File: config.mk
export PLATFORM = sky130hd
export DESIGN_NAME = srctl_cell
export DESIGN_NICKNAME = d
export VERILOG_FILES = /design/src/rtl/core/srctl_pkg.sv /design/src/rtl/core/srctl_cell.sv
export SDC_FILE = /design/constraint.sdc
export NUM_CORES = 1
export LEC_CHECK = 0
export BUFFER_PORTS_ARGS = -buffer_cell sky130_fd_sc_hd__buf_4
export CAP_MARGIN = 20
export CORE_ASPECT_RATIO = 1.1
export CORE_MARGIN = 5
export CORE_UTILIZATION = 28
export DETAILED_ROUTE_END_ITERATION = 7
export PLACE_DENSITY_LB_ADDON = 0.08
export RECOVER_POWER = 50
export SYNTH_ARGS = -nofsm -noshare
export SYNTH_HDL_FRONTEND = slang
export SYNTH_SLANG_ARGS = --single-unit
File: constraint.sdc
create_clock -name clk -period 8.6 [get_ports clk]
set_clock_uncertainty 0.05 [all_clocks]
set_input_delay 1.29 -clock clk [delete_from_list [all_inputs] [get_ports clk]]
set_output_delay 1.29 -clock clk [all_outputs]
set_load 0.03 [all_outputs]
File: src/rtl/core/srctl_pkg.sv
package srctl_pkg;

	localparam int SLOT_W  = 4;
	localparam int POS_W   = 12;
	localparam int US_W    = 16;
	localparam int CONV_NUM_W = 28;

	localparam logic [POS_W-1:0] MID_COUNTS   = 12'd1791;
	localparam logic [POS_W-1:0] RESET_STEP   = 12'd10;
	localparam logic [POS_W-1:0] RESET_RAMP   = 12'd1;
	localparam logic [POS_W-1:0] RESET_DEADBAND = 12'd3;

	typedef enum logic [1:0] {
		ACT_TICK      = 2'd0,
		ACT_MOVE      = 2'd1,
		ACT_CONFIGURE = 2'd2,
		ACT_TEST      = 2'd3
	} action_t;

	typedef enum logic [1:0] {
		REG_SERVO_OFF  = 2'd0,
		REG_SOFT_START = 2'd1,
		REG_DEADBAND   = 2'd2
	} reg_index_t;

	typedef struct packed {
		action_t           action;
		logic [SLOT_W-1:0] servo_index;
		logic              direction;
		logic [US_W-1:0]   straight_us;
		logic [US_W-1:0]   diverted_us;
		logic [US_W-1:0]   rate_us;
	} cmd_item_t;

	typedef struct packed {
		logic [SLOT_W-1:0] servo_slot;
		logic [POS_W-1:0]  pulse_value;
		logic              output_off;
		logic [POS_W-1:0]  current_value;
		logic [POS_W-1:0]  target_value;
		logic              moving;
		logic              last;
	} result_item_t;

	typedef struct packed {
		logic [1:0]       index;
		logic [POS_W-1:0] value;
	} cfg_write_t;

	typedef struct packed {
		logic             servo_off_enable;
		logic             soft_start_enable;
		logic [POS_W-1:0] deadband_width;
	} cfg_regs_t;

	// Command broadcast to every cell; only the addressed cell acts on it.
	typedef struct packed {
		logic              apply;
		action_t           action;
		logic [SLOT_W-1:0] servo_index;
		logic              direction;
		logic [POS_W-1:0]  straight_pos;
		logic [POS_W-1:0]  diverted_pos;
		logic [POS_W-1:0]  step_size;
	} cell_cmd_t;

	typedef struct packed {
		logic shift;
		logic advance;
	} chain_ctl_t;

endpackage

File: src/rtl/core/srctl_cell.sv
module srctl_cell (
	input  logic                           clk,
	input  logic                           arst_n,
	input  srctl_pkg::cfg_regs_t           regs,
	input  srctl_pkg::cell_cmd_t           cmd,
	input  srctl_pkg::chain_ctl_t          ctl,
	input  logic [srctl_pkg::SLOT_W-1:0]   slot_id,
	input  logic                           is_last,
	input  logic                           token_in,
	output logic                           token_out,
	input  srctl_pkg::result_item_t        res_in,
	output srctl_pkg::result_item_t        res_out
);

	localparam int W = srctl_pkg::POS_W;

	logic [W-1:0] straight_q;
	logic [W-1:0] diverted_q;
	logic [W-1:0] step_q;
	logic [W-1:0] cur_q;
	logic [W-1:0] tgt_q;
	logic [W-1:0] ramp_q;
	logic         token_q;

	logic [W-1:0] gap;
	logic         arrived;
	logic [W-1:0] ramp_n;
	logic [W-1:0] step_eff;
	logic [W-1:0] cur_n;
	logic [W-1:0] pulse;
	logic         off;
	logic [W:0]   pos_sum;
	logic [W-1:0] mid;
	logic         hit;
	logic         act;

	assign gap     = (cur_q > tgt_q) ? (cur_q - tgt_q) : (tgt_q - cur_q);
	assign arrived = (gap <= regs.deadband_width);
	assign pos_sum = {1'b0, straight_q} + {1'b0, diverted_q};
	assign mid     = pos_sum[W:1];
	assign hit     = cmd.apply && (cmd.servo_index == slot_id);
	assign act     = ctl.advance && token_q;

	always_comb begin
		ramp_n   = ramp_q;
		step_eff = step_q;
		off      = 1'b0;
		if (arrived) begin
			cur_n = tgt_q;
			off   = regs.servo_off_enable;
			pulse = regs.servo_off_enable ? '0 : tgt_q;
		end else begin
			if (regs.soft_start_enable) begin
				if (ramp_q < step_q) begin
					ramp_n = ramp_q + 1'b1;
				end
				step_eff = ramp_n;
			end
			if (gap <= step_eff) begin
				cur_n = tgt_q;
			end else if (cur_q < tgt_q) begin
				cur_n = cur_q + step_eff;
			end else begin
				cur_n = cur_q - step_eff;
			end
			pulse = cur_n;
		end
	end

	always_ff @(posedge clk or negedge arst_n) begin
		if (!arst_n) begin
			straight_q <= srctl_pkg::MID_COUNTS;
			diverted_q <= srctl_pkg::MID_COUNTS;
			step_q     <= srctl_pkg::RESET_STEP;
			cur_q      <= srctl_pkg::MID_COUNTS;
			tgt_q      <= srctl_pkg::MID_COUNTS;
			ramp_q     <= srctl_pkg::RESET_RAMP;
			token_q    <= 1'b0;
		end else begin
			if (ctl.shift) begin
				token_q <= token_in;
			end
			if (act) begin
				cur_q  <= cur_n;
				ramp_q <= ramp_n;
			end else if (hit) begin
				ramp_q <= srctl_pkg::RESET_RAMP;
				case (cmd.action)
					srctl_pkg::ACT_MOVE: begin
						tgt_q <= cmd.direction ? diverted_q : straight_q;
					end
					srctl_pkg::ACT_CONFIGURE: begin
						straight_q <= cmd.straight_pos;
						diverted_q <= cmd.diverted_pos;
						step_q     <= cmd.step_size;
						cur_q      <= tgt_q;
					end
					srctl_pkg::ACT_TEST: begin
						tgt_q <= (cur_q < mid) ? diverted_q : straight_q;
					end
					default: begin
					end
				endcase
			end
		end
	end

	assign token_out = token_q;

	// The cell holding the token puts its result on the chain; others pass it on.
	always_comb begin
		if (token_q) begin
			res_out.servo_slot    = slot_id;
			res_out.pulse_value   = pulse;
			res_out.output_off    = off;
			res_out.current_value = cur_n;
			res_out.target_value  = tgt_q;
			res_out.moving        = (cur_n != tgt_q);
			res_out.last          = is_last;
		end else begin
			res_out = res_in;
		end
	end

endmodule

Yosys cells after proc, flatten, opt, wreduce, memory -nomap -nowiden
Cells that the tools add are included.
{"block": "word_totals", "reg_bits": 73, "word_cells": 57, "output_inout_bits": 44, "in_bits": 111}
{"block": "op_classes", "eq_ne": 7, "muxes": 21, "n_reduce_logical": 9, "n_lt_le_gt_ge": 6, "add_sub_neg": 6, "bitwise": 1}
{"cell": "12-bit two-way mux", "count": 18}
{"cell": "43-bit two-way mux", "count": 1}
{"cell": "12-bit less-than comparator", "count": 3}
{"cell": "12-bit subtractor", "count": 3}
{"cell": "12-bit less-or-equal comparator", "count": 2}
{"cell": "12-bit case mux with 2 select lines", "count": 1}
{"cell": "12-bit by 12-bit adder with 13-bit output", "count": 1}
{"cell": "12-bit by 1-bit adder with 12-bit output (second input constant)", "count": 1}
{"cell": "12-bit adder", "count": 1}
{"cell": "12-bit > comparator", "count": 1}
{"cell": "12-bit != test", "count": 1}
{"cell": "3-bit AND reduction", "count": 3}
{"cell": "2-bit nonzero test", "count": 3}
{"cell": "2-bit == test (second input constant)", "count": 2}
{"cell": "4-bit == test", "count": 1}
{"cell": "2-bit != test (second input constant)", "count": 2}
{"cell": "2-bit by 1-bit == test with 1-bit output (second input constant)", "count": 1}
{"cell": "1-bit logical AND", "count": 2}
{"cell": "2-bit AND reduction", "count": 1}
{"cell": "1-bit two-way mux", "count": 1}
{"cell": "1-bit NOT", "count": 1}

Depth between registers and ports, before layout
Gate-level depths: netlist of the first run.
{"block": "logic_depth", "depth_word": 10, "depth_mapped": 26, "depth_no_buf": 25}

Worst setup path after synthesis of the first run
Ideal clock, no wire load.
{"block": "synth_path", "kind": "flip-flop to output port", "start": "reg tgt_q[0]", "end": "out res_out[19] (netlist bit)", "path_stages_with_launch": 25, "path_buffers": 1, "setup_slack_ps": 1503, "t_arrival_ps": 5757, "required_ps": 7260, "path_cell_list": "dfstp_2 ha_1 inv_1 fa_1 a21o_1 a21o_1 a221o_1 o2111ai_1 a21oi_2 mux2_2 o21ai_2 a211oi_1 o21ai_1 a31oi_1 xnor2_1 ha_1 nand4_1 or2_2 o21ai_0 o22a_1 nor3b_1 buf_2 nand2_1 a21boi_0 a21oi_1"}
{"item": "start: declaration", "line": "srctl_cell.sv:21", "source": "logic [W-1:0] tgt_q;"}
{"item": "start signal: assignment", "line": "srctl_cell.sv:76", "source": "tgt_q <= srctl_pkg::MID_COUNTS;"}
{"item": "start signal: assignment", "line": "srctl_cell.sv:90", "source": "tgt_q <= cmd.direction ? diverted_q : straight_q;"}
{"item": "start signal: assignment", "line": "srctl_cell.sv:99", "source": "tgt_q <= (cur_q < mid) ? diverted_q : straight_q;"}
{"item": "end: declaration", "line": "srctl_cell.sv:12", "source": "output srctl_pkg::result_item_t res_out"}

==> results of run 1 <==
[cell usage after synthesis (4+ instances only)]
| library cell | number | area, um^2 |
|---|---|---|
| a21oi_1 | 65 | 325 |
| clkbuf_1 | 28 | 105 |
| nand2b_1 | 8 | 50.1 |
| fa_1 | 4 | 80.1 |
| a22oi_1 | 11 | 82.6 |
| and2_1 | 6 | 37.5 |
| ha_1 | 92 | 1150 |
| nor3_1 | 10 | 50.1 |
| o211ai_1 | 5 | 37.5 |
| mux2i_1 | 33 | 330 |
| o41ai_1 | 4 | 35.0 |
| nand2_1 | 54 | 203 |
| o21a_1 | 6 | 45.0 |
| nor2_1 | 56 | 210 |
| xor2_1 | 21 | 184 |
| inv_1 | 72 | 270 |
| o31ai_1 | 4 | 30.0 |
| dfrtp_1 | 30 | 751 |
| o21ai_0 | 62 | 310 |
| and3_1 | 11 | 68.8 |
| o21ai_1 | 4 | 20.0 |
| a21o_1 | 31 | 233 |
| a31oi_1 | 6 | 37.5 |
| nand3_1 | 9 | 45.0 |
| a211oi_1 | 11 | 82.6 |
| dfstp_2 | 43 | 1130 |
| xnor2_1 | 38 | 333 |
| nor2b_1 | 7 | 43.8 |
| mux2_2 | 47 | 529 |
| nand4_1 | 11 | 68.8 |
| o22ai_1 | 4 | 25.0 |
| o21bai_1 | 10 | 75.1 |
[layer usage]
layer	part of all wire (%)	vias to the layer above	track usage, %
li1	-	3447	-
met5	0	-	0
met3	3.9	12	2.47
met2	45	127	25.6
met1	50	3148	24.1
met4	0.87	0	2.82
[logic make-up (layout without fill, tap and decap cells)]
group | Yosys count | after routing | share of synthesized area, %
multiplexers | 80 | 80 | 11.2
flip-flops | 73 | 73 | 24.4
adder cells (fa/ha/maj) | 96 | 96 | 16.0
AND/OR/NAND/NOR | 196 | 196 | 12.7
buffers and inverters | 110 | 250 | 5.64
XOR/XNOR | 61 | 61 | 7.22
AO/OA/AOI/OAI | 262 | 262 | 22.8
[layout make-up]
cell class	instances	share of cell area, %
Multi-Input combinational cell	695	57.1
Sequential cell	73	19.9
Timing Repair Buffer	161	12.2
Tap cell	357	4.73
Inverter	73	2.92
Clock buffer	9	2.39
Clock inverter	7	0.636
[what timing repair did]
action,in CTS,in global routing
resized for setup,0,1
setup endpoints to repair,0,13
endpoints found under the hold margin,0,0
[power by group]
| group | leakage [uW] | internal [uW] | switching [uW] |
|---|---|---|---|
| Combinational | 0.00343 | 1280 | 1890 |
| Clock | 0.000139 | 202 | 178 |
| Sequential | 0.000823 | 439 | 90.3 |
| Total | 0.00439 | 1920 | 2160 |
[state kept, by name, indices dropped and copies added (netlist names)]
| register | count |
|---|---|
| tgt_q | 12 |
| straight_q | 12 |
| diverted_q | 12 |
| cur_q | 12 |
| token_out | 1 |
| ramp_q | 12 |
| step_q | 12 |
[metrics by stage]
step / cells / utilization [%] / worst slack [ps] / hold slack [ps]
after global placement: 1359 / 34.0 / 887 / 468
after floorplan: 878 / - / 1500 / 429
after CTS: 1375 / 35.1 / 367 / 482
after global routing: 1375 / 34.9 / 11.7 / 495
after detailed placement: 1359 / 34.0 / 762 / 470
final: 1375 / 34.9 / 493 / 480
[worst max-delay path, stage by stage, from the launching register on]
cell and delay, ps:
dfstp_2 620, ha_1 160, inv_1 60, fa_1 390, a21o_1 170, a21o_1 190, a221o_1 330, o2111ai_1 330
a21oi_4 240, mux2_2 330, o21ai_2 190, a211oi_1 120, o21ai_1 210, a31oi_1 130, xnor2_1 180, ha_1 320
nand4_1 100, or2_2 320, o21ai_0 190, o22a_1 270, nor3b_2 430, buf_4 350, nor2_2 160, a22oi_1 300
a21oi_1 120, buf_4 200
[path summary, 6_finish.rpt]
| kind | start | endpoint | slack, ps | cells past startpoint |
|---|---|---|---|---|
| worst max-delay path | tgt_q[0]$_DFFE_PN1P_ | res_out[38] | 490 | 25 |
| worst min-delay path | ramp_q[0]$_DFFE_PN1P_ | ramp_q[0]$_DFFE_PN1P_ | 480 | 1 |
| worst max register to register | tgt_q[0]$_DFFE_PN1P_ | ramp_q[1]$_DFFE_PN0P_ | 2110 | 24 |
| worst min register to register | ramp_q[0]$_DFFE_PN1P_ | ramp_q[0]$_DFFE_PN1P_ | 480 | 1 |
| max in group asynchronous | arst_n | token_out$_DFFE_PN0P_ | 3590 | 2 |
| min in group asynchronous | arst_n | ramp_q[6]$_DFFE_PN0P_ | 1140 | 1 |
==> results by group, run 1 <==
Critical path
  • WP data arrival: 6770 ps
  • Critical Path End Type: output port
  • Setup Crit Path Kind: reg -> out
  • Setup crit start kind: flop
  • CP required: between 7000 and 8000 ps
  • Maximum fanout along the worst path: 20

Drt
  • DRC: 0
  • WL final: around 26 mm
  • WL per Instance: around 19 um
  • Drt via density: 4.90
  • Drt first pass iters: 4
  • Initial DRC count: ~370
  • Total number of vias: 6734
  • Antenna Nets Post-Route: 0

STA
  • Max Clock Freq: 123 MHz
  • Setup violators final: 0
  • Unrepaired setup endpoints after global routing: false
  • Min cycle time layout: 8110 ps
  • Final period utilization: between 90% and 100%
  • Slew Limit Fails: 104
  • Final Hold Fails: 0
  • Worst Tran Pin Value: 3100 ps
  • Slew headroom: -107%
  • Setup TNS: 0 ps

Final layout
  • Post-route cell area: 0.00944 mm^2
  • Total area of sequential cells: 0.00188 mm^2
  • Area Overhead vs Synth: 22.6%
  • Most common cell after layout, fill and taps aside: buf_4
  • Area of the multi-input gates: 0.00539 mm^2
  • Layout cell share with drive strength beyond 1: between 20% and 30%
  • Fin nets: 1220
  • Fillers: 2853
  • # diodes: 0
  • Most frequent cells in the layout: buf_4, ha_1, inv_1, a21oi_1, o21ai_0

Yosys
  • Cell variety after synth: 81
  • Area of the mapped netlist: 0.00770 mm^2
  • Post-synth EDFFs: 0
  • Syn Nets: 1085
  • Ys async rst share: 100%
  • Synth warnings: 0
  • Avg Cell Area, Syn: 8.77 um^2
  • Synthesis-stage register bit count: between 70 and 80
  • Top FF cell, synth: dfstp_2
  • Register area share after synthesis: 24.4%
  • Mapped Cells: 878

Place
  • I/O Buffers: 154
  • Final HPWL DP: between 20 and 25 mm
  • RD Place Congestion: between 0.8 and 0.9
  • Placed instance area: 0.00920 mm^2

CTS
  • CTS tree: built
  • Worst-skew pair later-pin latency: 350 ps
  • Bufs on Longest Clock Path: 2
  • CTS root buf: clkbuf_16
  • H-tree depth: 3
  • Worst-path clk slew: roughly 70 ps
  • Hold_buf cts: 0
  • CTS Sinks: 73
  • Postcts setup bufs: 0
  • Clock buffer count from CTS: 9

GRT
  • Global Route Usage Sum: 16.3%
  • Largest net degree at the start of global routing: 56
  • Vias in the first global route: roughly 6900
  • GR Overflow Total: 0
  • First-pass GRT wire length: between 30 and 40 mm
  • Initial antenna violation count: 0

Min path
  • Worst hold path class: reg -> reg

Floorplan
  • Die Y-Extent: 184 um
  • I/O pin count: between 150 and 200
  • Initial Util: 28.5%
  • Die width: 168 um
  • Die area: 0.0309 mm^2
  • Core ar.: 0.0270 mm^2
  • Row count: 63

Power
  • P_leak: 0.00439 uW
  • Tot Pwr: 4080 uW
  • VDD IR max: 0.000166 V
  • Total power divided by cell area: 432 mW/mm^2

Flow run
  • Max-Cap Viols: 2

Status
  • Outcome: finished, violations left
  • Violated checks: max-capacitance violations, max-slew violations
Note: power is estimated with default switching activity, not from simulation.
==> run 2, diff against run 1 <==
CORE_UTILIZATION = 46   (was 28)
==> results by group, run 2 (synthesized netlist as in run 1, its figures left out) <==
GRT
  • Met1 Use GR: 32.4% (+8.3 points)
  • Initial antenna violation count: 0 (unchanged)
  • GR Util met3: 4.50% (+2.0 points)
  • Global Route Usage Sum: 22.4% (+6.1 points)
  • Vias in the first global route: 6690 (-2.3%)
  • First-pass GRT wire length: 35.4 mm (-11%)
  • GR peak layer: met2
  • Met2 Usage GRT: 34.0% (+8.5 points)
  • GR Overflow Total: 0 (unchanged)
  • Largest net degree at the start of global routing: 74 (+32%)

STA
  • Min cycle time layout: 7970 ps (-139 ps)
  • Final period utilization: 92.7% (-1.6 points)
  • Worst Tran Pin Value: 4070 ps (+969 ps)
  • Max Clock Freq: 126 MHz (+1.7%)
  • Slew Limit Fails: 122 (+17%)
  • Setup violators final: 0 (unchanged)
  • Setup TNS: 0 ps (unchanged)
  • Final hold slack: 474 ps (-6.14 ps)
  • Final setup margin: 632 ps (+139 ps)
  • Slew headroom: -171% (-65 points)
  • Unrepaired setup endpoints after global routing: false
  • Final Hold Fails: 0 (unchanged)

Critical path
  • CP required: 7260 ps (about the same)
  • Critical Path End Type: output port
  • Maximum fanout along the worst path: 25 (+25%)
  • Setup Crit Path Kind: reg -> out
  • WP data arrival: 6630 ps (-140 ps)
  • Setup crit start kind: flop

CTS
  • Clock buffer count from CTS: 9 (unchanged)
  • Worst-skew pair later-pin latency: 340 ps (about the same)
  • Bufs on Longest Clock Path: 2 (unchanged)
  • CTS Sinks: 73 (unchanged)
  • Hold_buf cts: 0 (unchanged)
  • Postcts setup bufs: 0 (unchanged)
  • CTS tree: built
  • Worst-path clk slew: 60 ps (about the same)
  • Resize count post-CTS: 0 (unchanged)
  • CTS root buf: clkbuf_16
  • H-tree depth: 3 (unchanged)

Floorplan
  • I/O pin count: 155 (unchanged)
  • Row count: 49 (-22%)
  • Die width: 133 um (-21%)
  • Die area: 0.0194 mm^2 (-37%)
  • Core ar.: 0.0164 mm^2 (-39%)
  • Die Y-Extent: 146 um (-21%)
  • Initial Util: 47.0% (+19 points)

Power
  • Total power divided by cell area: 436 mW/mm^2 (+0.86%)
  • P_leak: 0.00443 uW (+0.96%)
  • VDD IR max: 0.000224 V (+35%)

Final layout
  • Area Overhead vs Synth: 20.6%
  • # diodes: 0 (unchanged)
  • Most frequent cells in the layout: buf_4, ha_1, inv_1, a21oi_1, o21ai_0
  • Fin nets: 1218 (-0.16%)
  • Most common cell after layout, fill and taps aside: buf_4
  • Layout cell share with drive strength beyond 1: 29.2% (+0.94 points)

Flow run
  • Max-Cap Viols: 2 (unchanged)

Drt
  • Total number of vias: 6871 (+2.0%)
  • WL per Instance: 18.1 um (-2.6%)
  • Initial DRC count: 501 (+37%)
  • DRC: 0 (unchanged)
  • WL final: 22.1 mm (-14%)
  • Drt via density: 5.63 (+15%)
  • Drt first pass iters: 5 (+1)
  • Antenna Nets Post-Route: 0 (unchanged)

Place
  • Dpl ws: 1040 ps (+283 ps)
  • Final HPWL DP: 17.5 mm (-16%)
  • RD Place Congestion: 0.941 (+11%)
  • I/O Buffers: 154 (unchanged)

Status
  • Outcome: finished, violations left
  • Violated checks: max-capacitance violations, max-slew violations

Min path
  • Worst hold path class: reg -> reg
## run 2: cell count changes in the layout (fill, tap and decap cells not counted), sizes merged
| cell | before | now |
|---|---|---|
| clkinvlp | 1 | 0 |
| clkinv | 2 | 4 |
| buf | 147 | 155 |
| inv | 77 | 75 |
| clkbuf | 23 | 13 |
| bufinv | 0 | 1 |
## run 2: final timing paths
kind                                        from  depth (start not counted)               endpoint  slack (ps)
max                         cur_q[5]$_DFFE_PN1P_                         24            res_out[19]         630
min                        ramp_q[0]$_DFFE_PN1P_                          1  ramp_q[0]$_DFFE_PN1P_         470
max reg2reg                 cur_q[5]$_DFFE_PN1P_                         23  ramp_q[1]$_DFFE_PN0P_        2090
min reg2reg                ramp_q[0]$_DFFE_PN1P_                          1  ramp_q[0]$_DFFE_PN1P_         470
max in group asynchronous                 arst_n                          1  token_out$_DFFE_PN0P_        3580
min in group asynchronous                 arst_n                          1  ramp_q[2]$_DFFE_PN0P_        2320
## run 2: power breakdown
group          switching [uW]  internal [uW]  total [uW]
Combinational            1840           1290        3130
Sequential               87.8            439         527
Clock                     163            228         391
Total                    2090           1950        4050
## run 2: critical path: stages, from the launching register on
cell and delay (ps):
dfstp_2 580, inv_1 60, ha_1 430, a21oi_1 110, o21bai_1 140, a221o_1 220
o2111ai_1 160, a21oi_2 820, mux2i_1 370, o22ai_1 150, a211oi_1 240, o21ai_1 120
a31oi_1 210, xnor2_1 120, ha_1 310, nand4_1 100, or2_2 320, o21ai_0 160
o22a_1 270, nor3b_2 190, buf_4 300, inv_1 220, a21boi_0 350, a21oi_1 120
buf_4 200
## run 2: routing by layer
layer  vias to the layer above  wire length, um  part of all wire [%]
met5                         -                0                     0
met4                         0              444                   2.0
met3                        27             1440                   6.5
met2                       215             9620                    44
met1                      3200            10500                    48
li1                       3429                -                     -
## run 2: layout make-up
type / count / area [um^2]
Clock inverter: 7 / 76.3
Timing Repair Buffer: 159 / 1180
Inverter: 73 / 275
Fill cell: 1559 / 7090
Multi-Input combinational cell: 695 / 5390
Tap cell: 204 / 255
Clock buffer: 9 / 225
Sequential cell: 73 / 1880
## run 2: metrics by stage
| step | util (%) | area [um^2] | total power (uW) | std cells |
|---|---|---|---|---|
| 2_1_floorplan | - | 7700 | 2780 | 878 |
| 3_3_place_gp | 54.9 | 8990 | 3620 | 1203 |
| 3_5_place_dp | 54.9 | 8990 | 3630 | 1203 |
| 4_1_cts | 56.7 | 9290 | 4040 | 1219 |
| 5_1_grt | 56.7 | 9280 | 4390 | 1220 |
| 6_report | 56.7 | 9280 | 4050 | 1220 |
