## config.mk

```make
export PLATFORM = sky130hd
export DESIGN_NAME = srctl_div
export DESIGN_NICKNAME = d
export VERILOG_FILES = /design/src/rtl/core/srctl_pkg.sv /design/src/rtl/core/srctl_div.sv
export SDC_FILE = /design/constraint.sdc
export NUM_CORES = 1
export LEC_CHECK = 0
export ABC_CLOCK_PERIOD_IN_PS = 18680
export BUFFER_PORTS_ARGS = -buffer_cell sky130_fd_sc_hd__buf_2
export CAP_MARGIN = 20
export CORE_MARGIN = 8
export CORE_UTILIZATION = 60
export DETAILED_ROUTE_END_ITERATION = 16
export PLACE_DENSITY = 0.83
export SETUP_SLACK_MARGIN = 0.2
export SYNTH_ARGS = -nofsm -noshare
export SYNTH_HDL_FRONTEND = slang
export SYNTH_SLANG_ARGS = --single-unit
```

## constraint.sdc

```tcl
create_clock -name clk -period 18.68 [get_ports clk]
set_clock_uncertainty 0.2 [all_clocks]
set_input_delay 3.736 -clock clk [delete_from_list [all_inputs] [get_ports clk]]
set_output_delay 3.736 -clock clk [all_outputs]
set_load 0.02 [all_outputs]
```

## src/rtl/core/srctl_pkg.sv

```systemverilog
package srctl_pkg;

	localparam int SLOT_W  = 4;
	localparam int POS_W   = 12;
	localparam int US_W    = 16;
	localparam int CONV_NUM_W = 28;

	localparam logic [POS_W-1:0] MID_COUNTS   = 12'd1791;
	localparam logic [POS_W-1:0] RESET_STEP   = 12'd10;
	localparam logic [POS_W-1:0] RESET_RAMP   = 12'd1;
	localparam logic [POS_W-1:0] RESET_DEADBAND = 12'd3;

	typedef enum logic [1:0] {
		ACT_TICK      = 2'd0,
		ACT_MOVE      = 2'd1,
		ACT_CONFIGURE = 2'd2,
		ACT_TEST      = 2'd3
	} action_t;

	typedef enum logic [1:0] {
		REG_SERVO_OFF  = 2'd0,
		REG_SOFT_START = 2'd1,
		REG_DEADBAND   = 2'd2
	} reg_index_t;

	typedef struct packed {
		action_t           action;
		logic [SLOT_W-1:0] servo_index;
		logic              direction;
		logic [US_W-1:0]   straight_us;
		logic [US_W-1:0]   diverted_us;
		logic [US_W-1:0]   rate_us;
	} cmd_item_t;

	typedef struct packed {
		logic [SLOT_W-1:0] servo_slot;
		logic [POS_W-1:0]  pulse_value;
		logic              output_off;
		logic [POS_W-1:0]  current_value;
		logic [POS_W-1:0]  target_value;
		logic              moving;
		logic              last;
	} result_item_t;

	typedef struct packed {
		logic [1:0]       index;
		logic [POS_W-1:0] value;
	} cfg_write_t;

	typedef struct packed {
		logic             servo_off_enable;
		logic             soft_start_enable;
		logic [POS_W-1:0] deadband_width;
	} cfg_regs_t;

	// Command broadcast to every cell; only the addressed cell acts on it.
	typedef struct packed {
		logic              apply;
		action_t           action;
		logic [SLOT_W-1:0] servo_index;
		logic              direction;
		logic [POS_W-1:0]  straight_pos;
		logic [POS_W-1:0]  diverted_pos;
		logic [POS_W-1:0]  step_size;
	} cell_cmd_t;

	typedef struct packed {
		logic shift;
		logic advance;
	} chain_ctl_t;

endpackage

```

## src/rtl/core/srctl_div.sv

```systemverilog
module srctl_div (
	input  logic                               clk,
	input  logic                               arst_n,
	input  logic                               start,
	input  logic                               is_speed,
	input  logic [srctl_pkg::CONV_NUM_W-1:0]   numer,
	output logic                               done,
	output logic [srctl_pkg::POS_W-1:0]        quot
);

	localparam int NUM_W   = srctl_pkg::CONV_NUM_W;
	localparam int SH_W    = 21;
	localparam int RCP_W   = 22;
	localparam int PRD_W   = SH_W + RCP_W;
	localparam int SHR_POS = 22;
	localparam int SHR_SPD = 31;

	// Positions divide by 1600 = 64 * 25 and speeds by 80000 = 128 * 625. The
	// power-of-two factor is a shift; the odd factor is a multiply by a rounded-up
	// reciprocal, which is exact over the whole range of products fed in here.
	localparam logic [RCP_W-1:0] RCP_POS = 22'd167773;
	localparam logic [RCP_W-1:0] RCP_SPD = 22'd3435974;

	logic [SH_W-1:0]             shifted_s1;
	logic                        speed_s1;
	logic                        valid_s1;
	logic [srctl_pkg::POS_W-1:0] quo_q;
	logic                        done_q;
	logic [PRD_W-1:0]            prod;

	assign prod = PRD_W'(shifted_s1) * PRD_W'(speed_s1 ? RCP_SPD : RCP_POS);

	always_ff @(posedge clk or negedge arst_n) begin
		if (!arst_n) begin
			valid_s1 <= 1'b0;
			done_q   <= 1'b0;
		end else begin
			valid_s1 <= start;
			done_q   <= valid_s1;
		end
	end

	always_ff @(posedge clk) begin
		if (start) begin
			shifted_s1 <= is_speed ? numer[NUM_W-1:7] : numer[SH_W+5:6];
			speed_s1   <= is_speed;
		end
		if (valid_s1) begin
			quo_q <= speed_s1 ? prod[SHR_SPD +: srctl_pkg::POS_W]
				: prod[SHR_POS +: srctl_pkg::POS_W];
		end
	end

	assign done = done_q;
	assign quot = quo_q;

endmodule

```

== Word-level counts from Yosys, hierarchy flattened ==
Cells that the tools add are included.

* Multipliers: 1
* Mux-type cells: 3

{| class="wikitable"
|+ Operators with widths
! cell !! count
|-
| 21-bit by 22-bit multiplier with 43-bit output || 1
|-
| 22-bit two-way mux || 1
|-
| 21-bit two-way mux || 1
|-
| 12-bit two-way mux || 1
|}

* Register bits after elaboration: 36
* Input port bits: 32

== Depth between registers and ports, before layout ==
Gate-level depths: netlist (run 1).

* Depth after elaboration: 3
* Depth in mapped cells: 28
* Gate-level depth less buffers: 26

== Worst setup path after synthesis (run 1) ==
Ideal clock, no wire load.

* Kind: register to register
* From: register speed_s1
* To: register quo_q, in the netlist quot[10] (data pin)
* Library setup time: 268 ps
* Arrival time: 6837 ps
* Required time: 18212 ps
* Setup slack: 11375 ps
* Stages on the path, launching flop included: 25
* Buffers on the path: 2
* Clock period less this slack: 7305 ps
* Cells stage by stage: edfxtp_1 > clkbuf_1 > clkinv_1 > clkbuf_1 > nor2_1 > fa_1 > fa_1 > inv_1 > fa_1 > inv_1 > fa_1 > fa_1 > fa_1 > inv_1 > fa_1 > inv_1 > ha_1 > or4_1 > a211oi_2 > o211ai_2 > a41oi_2 > o221ai_2 > a21oi_2 > xor2_1 > mux2i_1

* Longest elaborated chain between the ends: 3

{| class="wikitable"
|+ RTL lines
! what !! line !! text
|-
| start, declared || srctl_div.sv:25 || <nowiki>logic speed_s1;</nowiki>
|-
| start signal, assigned || srctl_div.sv:46 || <nowiki>speed_s1 <= is_speed;</nowiki>
|-
| 22-bit two-way mux || srctl_div.sv:31 || <nowiki>assign prod = PRD_W'(shifted_s1) * PRD_W'(speed_s1 ? RCP_SPD : RCP_POS);</nowiki>
|-
| 21-bit by 22-bit multiplier with 43-bit output || srctl_div.sv:31 ||
|-
| 12-bit two-way mux * || srctl_div.sv:49 || <nowiki>quo_q <= speed_s1 ? prod[SHR_SPD +: srctl_pkg::POS_W]</nowiki>
|-
| end signal, assigned || srctl_div.sv:49 ||
|-
| end, declared || srctl_div.sv:27 || <nowiki>logic [srctl_pkg::POS_W-1:0] quo_q;</nowiki>
|}

Every way passes the cells marked *; elsewhere a longest branch is shown, timed or not.
A chain may end at the register's enable or synchronous reset.

== Worst setup path in the final report (run 1) ==
* From: register speed_s1
* To: register quo_q, in the netlist quot[8] (data pin)

The elaborated chain is that of the path after synthesis.

==> reports/metrics.yaml, run 1 <==
period_minus_slack_ps: 9010
area_delta_synth_final_pct: 5.88
synth-simple-area-share: 0.0442
hold_path.class: "flip-flop to flip-flop"
worst_path_max_delay_cell: "nor2_1"
antenna_found_initial: 0
numCtsBuffers: 5
std_cell_rows: 52
wl_per_cell_um: 18.1
setup_viol_count_final: 0
drc: 0
slew_headroom: 0.411
die-area_um2: 25700
ys_seq_elements: 36
rsz0062_at_grt: "no"
die_x_um: 160
synth-edff-count: 34
synth_top_area_share: 0.436
clock.fmax_mhz: 111
vias_per_cell: 5.37
tightest_slew_ps: 874
fill_cells: 1485
synth_top_family_by_area: "adder cells"
synth_mux_area_frac: 0.0215
ys.flop_type: "edfxtp_1"
drt_pass1_iterations: 7
ios: 45
regToRegStartpoint: "speed_s1"
grt_pass1_vias: 9421
cts_resized: 0
cts_hold_buf: 0
io_buffers: 38
synthArstFlopShare: 0.0556
overflow: 0
hp-start: "valid_s1"
drv_slew: 0
final_antenna_net_count: 0
final_common_cell: "inv_1"
clockBufferDepth: 2
cp-start-kind: "flip-flop"
final_cell_mix: "inv_1 (411), fa_1 (272), ha_1 (213)"
syn_avg_cell_area_um2: 10.3
antenna_cells: 0
final_hold_viol_count: 0
cts_sinks: 36
gp_congestion: 0.941
cts.htree.levels: 2
multiInputGateArea_um2: 9900
drt_iter0_markers: 627
synth.area.top_cells: "fa_1 (44%), ha_1 (21%), inv_1 (12%), edfxtp_1 (8.2%), mux2_2 (1.9%)"
crit_path_max_incr_delay_ps: 550
maxCapViolCount: 0
synth_largest_area_cell: "fa_1"
hold_end: "done"
clk_pin_slew_worst_paths_ps: 50
nets: 1791
ys_seq_area_frac: 0.0858
syn_area_um2: 12500
worstPathRequired_ps: 18490
grt_max_degree: 45
rr_endpoint: "quot[8]"
path_delay_family: "adder cells"
cts_root_buffer: "clkbuf_16"
clock_latency_ps: 280
path_buf_inv: 7
synth-xor-area-share: 0.0168
initial_core_util: 0.615
worst-r2r-cell-count: 25
path_max_fanout: 44
regArea_um2: 1070
vias: 8291
hpwl_mm: 25.8
outcome: "finished clean"
die_height_um: 160
period_share: 0.482
rrSetupSlack_ps: 9670
core_area_um2: 20300
wirelength_mm: 28.0
synth_compound_gate_area_share: 0.0525
endpoint_kind: "flip-flop"
ys_warn_count: 0
hold_depth: 0
yosys.area_share.adder: 0.650
final.setup.tns_ps: 0
crit_type: "flip-flop to flip-flop"
grt.total_usage: 0.232
drive_gt1_frac: 0.0682
grt_pass1_wl_mm: 47.2
worstPathArrival_ps: 8810
synthCells: 1217
post-cts-setup-buffers: 0
tritoncts: "built"
cpMostUsedCell: "fa_1"
ys_types: 53
==> final cells by class <==
cell class / count / share of cell area
Multi-Input combinational cell: 778 / 0.749
Inverter: 412 / 0.117
Sequential cell: 36 / 0.0810
Tap cell: 270 / 0.0256
Timing Repair Buffer: 41 / 0.0158
Clock buffer: 6 / 0.0105
Clock inverter: 2 / 0.00114
==> worst reg2reg max path, cell delays in order, from the launching register on <==
cell and delay (ps):
edfxtp_1 320, buf_4 450, clkinv_1 470, buf_4 370, nor2_1 570, fa_1 560
fa_1 540, inv_1 50, fa_1 500, inv_1 60, fa_1 470, fa_1 490
fa_1 490, inv_1 50, fa_1 510, inv_1 50, ha_1 370, nand4_1 300
nor4_1 480, nand3_1 140, o21ai_1 300, o21ba_2 300, a31oi_1 160, o21ai_1 240
xnor2_1 200, a21oi_1 110
==> worst max-delay path by stage <==
stage / depth (start not counted) / from / endpoint / slack, ps
finish: 25 / speed_s1 / quot[8] / 9670
global route: 25 / speed_s1 / quot[10] / 9310
CTS: 25 / speed_s1 / quot[5] / 9770
detailed placement: 25 / speed_s1 / quot[5] / 9810
global placement: 25 / speed_s1 / quot[10] / 9590
floorplan: 24 / speed_s1 / quot[10] / 11380
==> per-layer routing <==
layer | share of wire | global-route usage | up-vias
li1 | - | - | 3747
met1 | 0.40 | 0.298 | 4150
met2 | 0.48 | 0.386 | 335
met3 | 0.087 | 0.0481 | 59
met4 | 0.030 | 0.0765 | 0
met5 | 0 | 0 | -
==> cells in the mapped netlist, drive strengths merged, types with 2 or more instances <==
cell type	n
inv	411
fa	272
ha	213
nor2	45
nand2	41
edfxtp	34
a21oi	26
o21ai	25
mux2	22
xnor2	17
a21o	14
clkbuf	14
a211oi	7
nand3	7
xor2	7
and2	5
o21bai	5
nand4	4
nor2b	4
a31oi	3
o211ai	3
or2	3
or3	3
and3	2
buf	2
conb	2
dfrtp	2
mux2i	2
nand3b	2
nor4	2
o21a	2
o31ai	2
==> flip-flops by register name, indices dropped and copies added (netlist names) <==
name and cells:
valid_s1 1, shifted_s1 21, done 1, speed_s1 1, quot 12
==> stage by stage <==
step | utilization | instance area (µm²) | std cells | hold WS, ps | setup slack (ps)
2_1_floorplan | - | 12600 | 1242 | 409 | 11380
3_3_place_gp | 0.643 | 13100 | 1536 | 484 | 9590
3_5_place_dp | 0.643 | 13100 | 1537 | 494 | 9810
4_1_cts | 0.651 | 13200 | 1545 | 501 | 9770
5_1_grt | 0.651 | 13200 | 1545 | 537 | 9310
6_report | 0.651 | 13200 | 1545 | 494 | 9670
==> kinds of logic (layout without fill, tap and decap cells) <==
kind of cell | Yosys count | count (layout)
AO/OA/AOI/OAI | 96 | 96
XOR/XNOR | 24 | 24
AND/OR/NAND/NOR | 122 | 122
adder cells (fa/ha/maj) | 485 | 485
flip-flops | 36 | 36
other | 2 | 27
multiplexers | 24 | 24
buffers and inverters | 428 | 461
Power of run 1 is left out: the tool's default activity adds up to more than one toggle a clock period on the data nets, which glitch-free logic cannot reach.
==> run 2, diff against run 1 <==
ABC_AREA = 1   (was default)
ABC_CLOCK_PERIOD_IN_PS = 8700   (was 18680)
PLACE_DENSITY = 0.82   (was 0.83)
clock period = 8.7 ns   (was 18.68 ns; I/O delays follow)
==> reports/metrics.yaml, run 2 <==
wl_per_cell_um: 17.6  # -3.0%
rrSetupSlack_ps: 1350  # -8330 ps
ys_types: 38  # -28%
top_layer: "met4"
final_common_cell: "inv_1"
worst_path_max_delay_cell: "edfxtp_1"
synth_largest_area_cell: "fa_1"
maxCapViolCount: 0  # unchanged
drv_slew: 0  # unchanged
grt_pass1_wl_mm: 58.4  # +24%
cts_resized: 0  # unchanged
final_hold_viol_count: 0  # unchanged
drt_pass1_iterations: 6  # -1
worst-r2r-cell-count: 30  # +20%
hold_path.class: "flip-flop to flip-flop"
cts_sinks: 36  # unchanged
initial_core_util: 0.613  # -0.00150
cp-start-kind: "flip-flop"
wl_met3_mm: 2.27  # -6.6%
vias_per_cell: 5.23  # -2.5%
netlist_top_cells_count: "inv_1 (555), nand2_1 (289), fa_1 (272)"
hpwl_mm: 32.1  # +24%
path_max_fanout: 28  # -36%
fin_ws_ps: 1350  # -8330 ps
die_height_um: 168  # +5.1%
yosysMostFrequentCell: "inv_1"
area_delta_synth_final_pct: 5.50
worstPathRequired_ps: 8550  # -9940 ps
clockBufferDepth: 2  # unchanged
drc: 0  # unchanged
rr_endpoint: "quot[11]"
drive_gt1_frac: 0.0514  # -0.0168
synthCells: 1674  # +38%
grt_pass1_vias: 11700  # +24%
cts.htree.levels: 2  # unchanged
final.setup.tns_ps: 0  # unchanged
wl_met2_mm: 17.4  # +29%
nets: 2248  # +26%
worstSetupStartpoint: "speed_s1"
wl_met1_mm: 14.4  # +29%
rsz0062_at_grt: "no"
place_ws_ps: 1450  # -8360 ps
setup_viol_count_final: 0  # unchanged
final_antenna_net_count: 0  # unchanged
ys_seq_elements: 36  # unchanged
period_share: 0.845  # +0.363
clk_pin_slew_worst_paths_ps: 70  # +20 ps
tritoncts: "built"
core_area_um2: 22700  # +12%
synth.area.top_cells: "fa_1 (39%), ha_1 (19%), inv_1 (15%), nand2_1 (7.8%), edfxtp_1 (7.3%)"
top_register: "shifted_s1"
synthArstFlopShare: 0.0556  # unchanged
slew_headroom: 0.418  # +0.00712
vias: 10600  # +27%
overflow: 0  # unchanged
clock.fmax_mhz: 136  # +22%
cts_root_buffer: "clkbuf_16"
die_x_um: 168  # +5.1%
setup.worst_path.end: "quot[11]"
largest_register_ffs: 21  # unchanged
numCtsBuffers: 5  # unchanged
ys_seq_area_frac: 0.0769  # -0.00892
die-area_um2: 28300  # +10%
grt.total_usage: 0.264  # +0.0320
clock_latency_ps: 300  # +20 ps
antenna_found_initial: 0  # unchanged
grt_max_degree: 43  # -4.4%
final_cell_mix: "inv_1 (555), nand2_1 (289), fa_1 (272)"
syn_avg_cell_area_um2: 8.32  # -19%
crit_path_max_incr_delay_ps: 740  # +190 ps
post-cts-setup-buffers: 0  # unchanged
crit_type: "flip-flop to flip-flop"
period_minus_slack_ps: 7350  # -1650 ps
synth_top_area_share: 0.391  # -0.0453
wirelength_mm: 35.4  # +27%
endpoint_kind: "flip-flop"
ys_warn_count: 0  # unchanged
ys.flop_type: "edfxtp_1"
tightest_slew_ps: 869  # -4.65 ps
syn_area_um2: 13900  # +12%
outcome: "finished clean"
worstPathArrival_ps: 7200  # -1610 ps
cts_hold_buf: 0  # unchanged
std_cell_rows: 55  # +5.8%
ios: 45  # unchanged
synth-edff-count: 34  # unchanged
io_buffers: 38  # unchanged
regToRegStartpoint: "speed_s1"
antenna_cells: 0  # unchanged
gp_congestion: 1.02  # +8.6%
drt_iter0_markers: 797  # +27%
[run 2: changes by cell type after synthesis, sizes merged, moves of 21 or more]
cell,delta
nand3,+46
a21oi,+21
inv,+145
nand2,+262
mux2,-21
nor2,+68
[run 2: how the worst min path moves through the flow]
stage               startpoint    to  slack, ps  depth (start not counted)
floorplan             valid_s1  done        410                          0
global placement      valid_s1  done        490                          0
detailed placement    valid_s1  done        530                          0
CTS                   valid_s1  done        520                          0
global route          valid_s1  done        540                          0
finish                valid_s1  done        510                          0
[run 2: metrics by stage]
stage	std cells	instance area (µm²)	util	hold WS, ps
3_5_place_dp	2009	14500	0.640	526
5_1_grt	2017	14700	0.647	536
2_1_floorplan	1699	14000	-	409
6_report	2017	14700	0.647	511
3_3_place_gp	2009	14500	0.640	492
4_1_cts	2017	14700	0.647	516
[run 2: cells by family (layout without fill, tap and decap cells)]
family,count (synthesis),after routing,synth area share
AO/OA/AOI/OAI,85,85,0.0325
other,2,27,0.000539
AND/OR/NAND/NOR,484,484,0.147
flip-flops,36,36,0.0769
buffers and inverters,575,608,0.156
XOR/XNOR,6,6,0.00377
adder cells (fa/ha/maj),485,485,0.582
multiplexers,1,1,0.000808
[run 2: layout make-up]
type,count,area [µm²]
clock buffers,5,125
inverters,558,2090
fillers,1895,8020
multi-input cells,1088,10800
repair buffers,42,220
flip-flops and latches,36,1070
well taps,285,357
clock inverters,3,46.3
[run 2: routing by layer]
| metal | GRT usage | up-vias |
|---|---|---|
| met5 | 0 | - |
| met3 | 0.0337 | 98 |
| met1 | 0.331 | 5098 |
| li1 | - | 4956 |
| met4 | 0.0982 | 0 |
| met2 | 0.459 | 400 |
[run 2: worst max-delay path: cells and delay by family (launching register included)]
| family | cells | cell delay, ps |
|---|---|---|
| compound gates | 1 | 280 |
| simple gates | 12 | 1370 |
| buf+inv | 9 | 1010 |
| flops | 1 | 740 |
| fa+ha+maj | 8 | 3470 |
Power of run 2 is left out for the same reason.
==> run 3, diff against run 2 <==
ABC_CLOCK_PERIOD_IN_PS = 6100   (was 8700)
PLACE_DENSITY = 0.85   (was 0.82)
clock period = 6.1 ns   (was 8.7 ns; I/O delays follow)
==> reports/metrics.yaml, run 3 (same netlist as run 2, synthesis figures left out) <==
regToRegStartpoint: "speed_s1"
outcome: "finished with violations"
worst_path_max_delay_cell: "fa_2"
rsz0062_at_grt: "yes"
hold_path.class: "primary input to asynchronous set/reset pin"
path_buf_inv: 8  # -1
path_delay_family: "adder cells"
drive_gt1_frac: 0.274  # +0.223
worstPathRequired_ps: 5950  # -2600 ps
tritoncts: "built"
gp_congestion: 0.982  # -3.8%
cts_hold_buf: 0  # unchanged
crit_path_max_incr_delay_ps: 630  # -110 ps
die_x_um: 168  # unchanged
largest_register_ffs: 21  # unchanged
drc: 0  # unchanged
setup_viol_count_final: 12  # +12
hpwl_mm: 35.6  # +11%
core_area_um2: 22700  # unchanged
clock_latency_ps: 290  # about the same
tightest_slew_ps: 734  # -136 ps
drt_pass1_iterations: 8  # +2
antenna_found_initial: 0  # unchanged
die_height_um: 168  # unchanged
maxCapViolCount: 0  # unchanged
overflow: 0  # unchanged
period_minus_slack_ps: 6780  # -574 ps
stdcell_count: 2208  # +9.5%
wl_per_cell_um: 22.0  # +25%
die-area_um2: 28300  # unchanged
fill_cells: 1297  # -32%
placed_cells: 2173  # +8.2%
initial_core_util: 0.613  # unchanged
fin_ws_ps: -679  # -2030 ps
worstPathArrival_ps: 6630  # -570 ps
cts_sinks: 36  # unchanged
ios: 45  # unchanged
worstSetupStartpoint: "speed_s1"
path_depth: 27  # -10%
final_antenna_net_count: 0  # unchanged
place_ws_ps: -362  # -1810 ps
grt_pass1_vias: 13400  # +15%
endpoint_kind: "flip-flop"
grt.total_usage: 0.315  # +0.0512
slew_headroom: 0.511  # +0.0928
final_cell_mix: "inv_1 (492), fa_1 (259), nand2_1 (220)"
drv_slew: 0  # unchanged
top_register: "shifted_s1"
path_max_fanout: 8  # -71%
vias: 12700  # +20%
std_cell_rows: 55  # unchanged
clockBufferDepth: 2  # unchanged
clk_pin_slew_worst_paths_ps: 70  # about the same
grt_pass1_wl_mm: 69.2  # +18%
final_common_cell: "inv_1"
wirelength_mm: 48.6  # +37%
period_share: 1.11  # +0.266
cts_root_buffer: "clkbuf_16"
violations: "negative setup slack"
nets: 2439  # +8.5%
area_delta_synth_final_pct: 25.5
vias_per_cell: 5.75  # +10%
drt_iter0_markers: 1494  # +87%
cpMostUsedCell: "inv_2"
numCtsBuffers: 5  # unchanged
cp-start-kind: "flip-flop"
clock.fmax_mhz: 148  # +8.5%
grt_max_degree: 43  # unchanged
final_hold_viol_count: 0  # unchanged
crit_type: "flip-flop to flip-flop"
worst-r2r-cell-count: 27  # -10%
antenna_cells: 0  # unchanged
io_buffers: 38  # unchanged
cts.htree.levels: 2  # unchanged
-- run 3: cell count changes in the layout (fill, tap and decap cells not counted), sizes merged --
cell | before | now
bufinv | 1 | 0
clkbuf | 5 | 6
buf | 42 | 233
-- run 3: layer usage --
layer,wire length [µm],global-route usage,share of wire
met1,16400,0.360,0.34
met2,22700,0.538,0.47
met3,5240,0.0629,0.11
met4,4260,0.194,0.088
met5,0,0,0
-- run 3: final timing paths --
kind | slack (ps) | to
hold / removal | 490 | valid_s1
min in group clk | 510 | done
setup / recovery | -680 | quot[7]
hold reg to reg | 510 | done
max in group asynchronous | 5110 | done
setup reg to reg | -680 | quot[7]
-- run 3: layout make-up --
class                   instances  area, µm²  share of cell area
clock inverters                 2       11.3            0.000644
repair buffers                233       1830               0.105
clock buffers                   6        129             0.00737
multi-input cells            1088      12000               0.684
well taps                     285        357              0.0204
inverters                     558       2130               0.122
flip-flops and latches         36       1070              0.0613
-- run 3: through the flow --
step | setup TNS [ps] | hold WS [ps] | util | cell area [µm²]
2_1_floorplan | 0 | 409 | - | 14400
3_3_place_gp | -2630 | 506 | 0.708 | 16100
3_5_place_dp | -3620 | 515 | 0.708 | 16100
4_1_cts | -2890 | 497 | 0.743 | 16900
5_1_grt | -8450 | 501 | 0.770 | 17500
6_report | -7600 | 494 | 0.770 | 17500
-- run 3: repair_timing --
action,4_1_cts,5_1_grt
pin swaps,60,78
cloned,1,0
gates resized for setup,154,151
setup buffers,13,13
setup endpoints to repair,12,12
-- run 3: worst register-to-register path: stages (launching register included) --
cell	delay, ps
edfxtp_1	490
buf_12	220
nand2_2	80
inv_2	60
buf_6	140
fa_1	500
fa_1	520
inv_2	70
fa_2	630
inv_2	60
fa_1	560
fa_2	460
fa_1	570
inv_2	90
fa_1	540
inv_2	70
ha_4	300
nand2_4	80
nor2_4	110
inv_2	70
nor3_4	210
nand2_2	80
nand2_2	100
nand2_1	80
nand2_1	60
nand2_1	60
nand3_2	80
nand2_1	50
Power of run 3 is left out for the same reason.
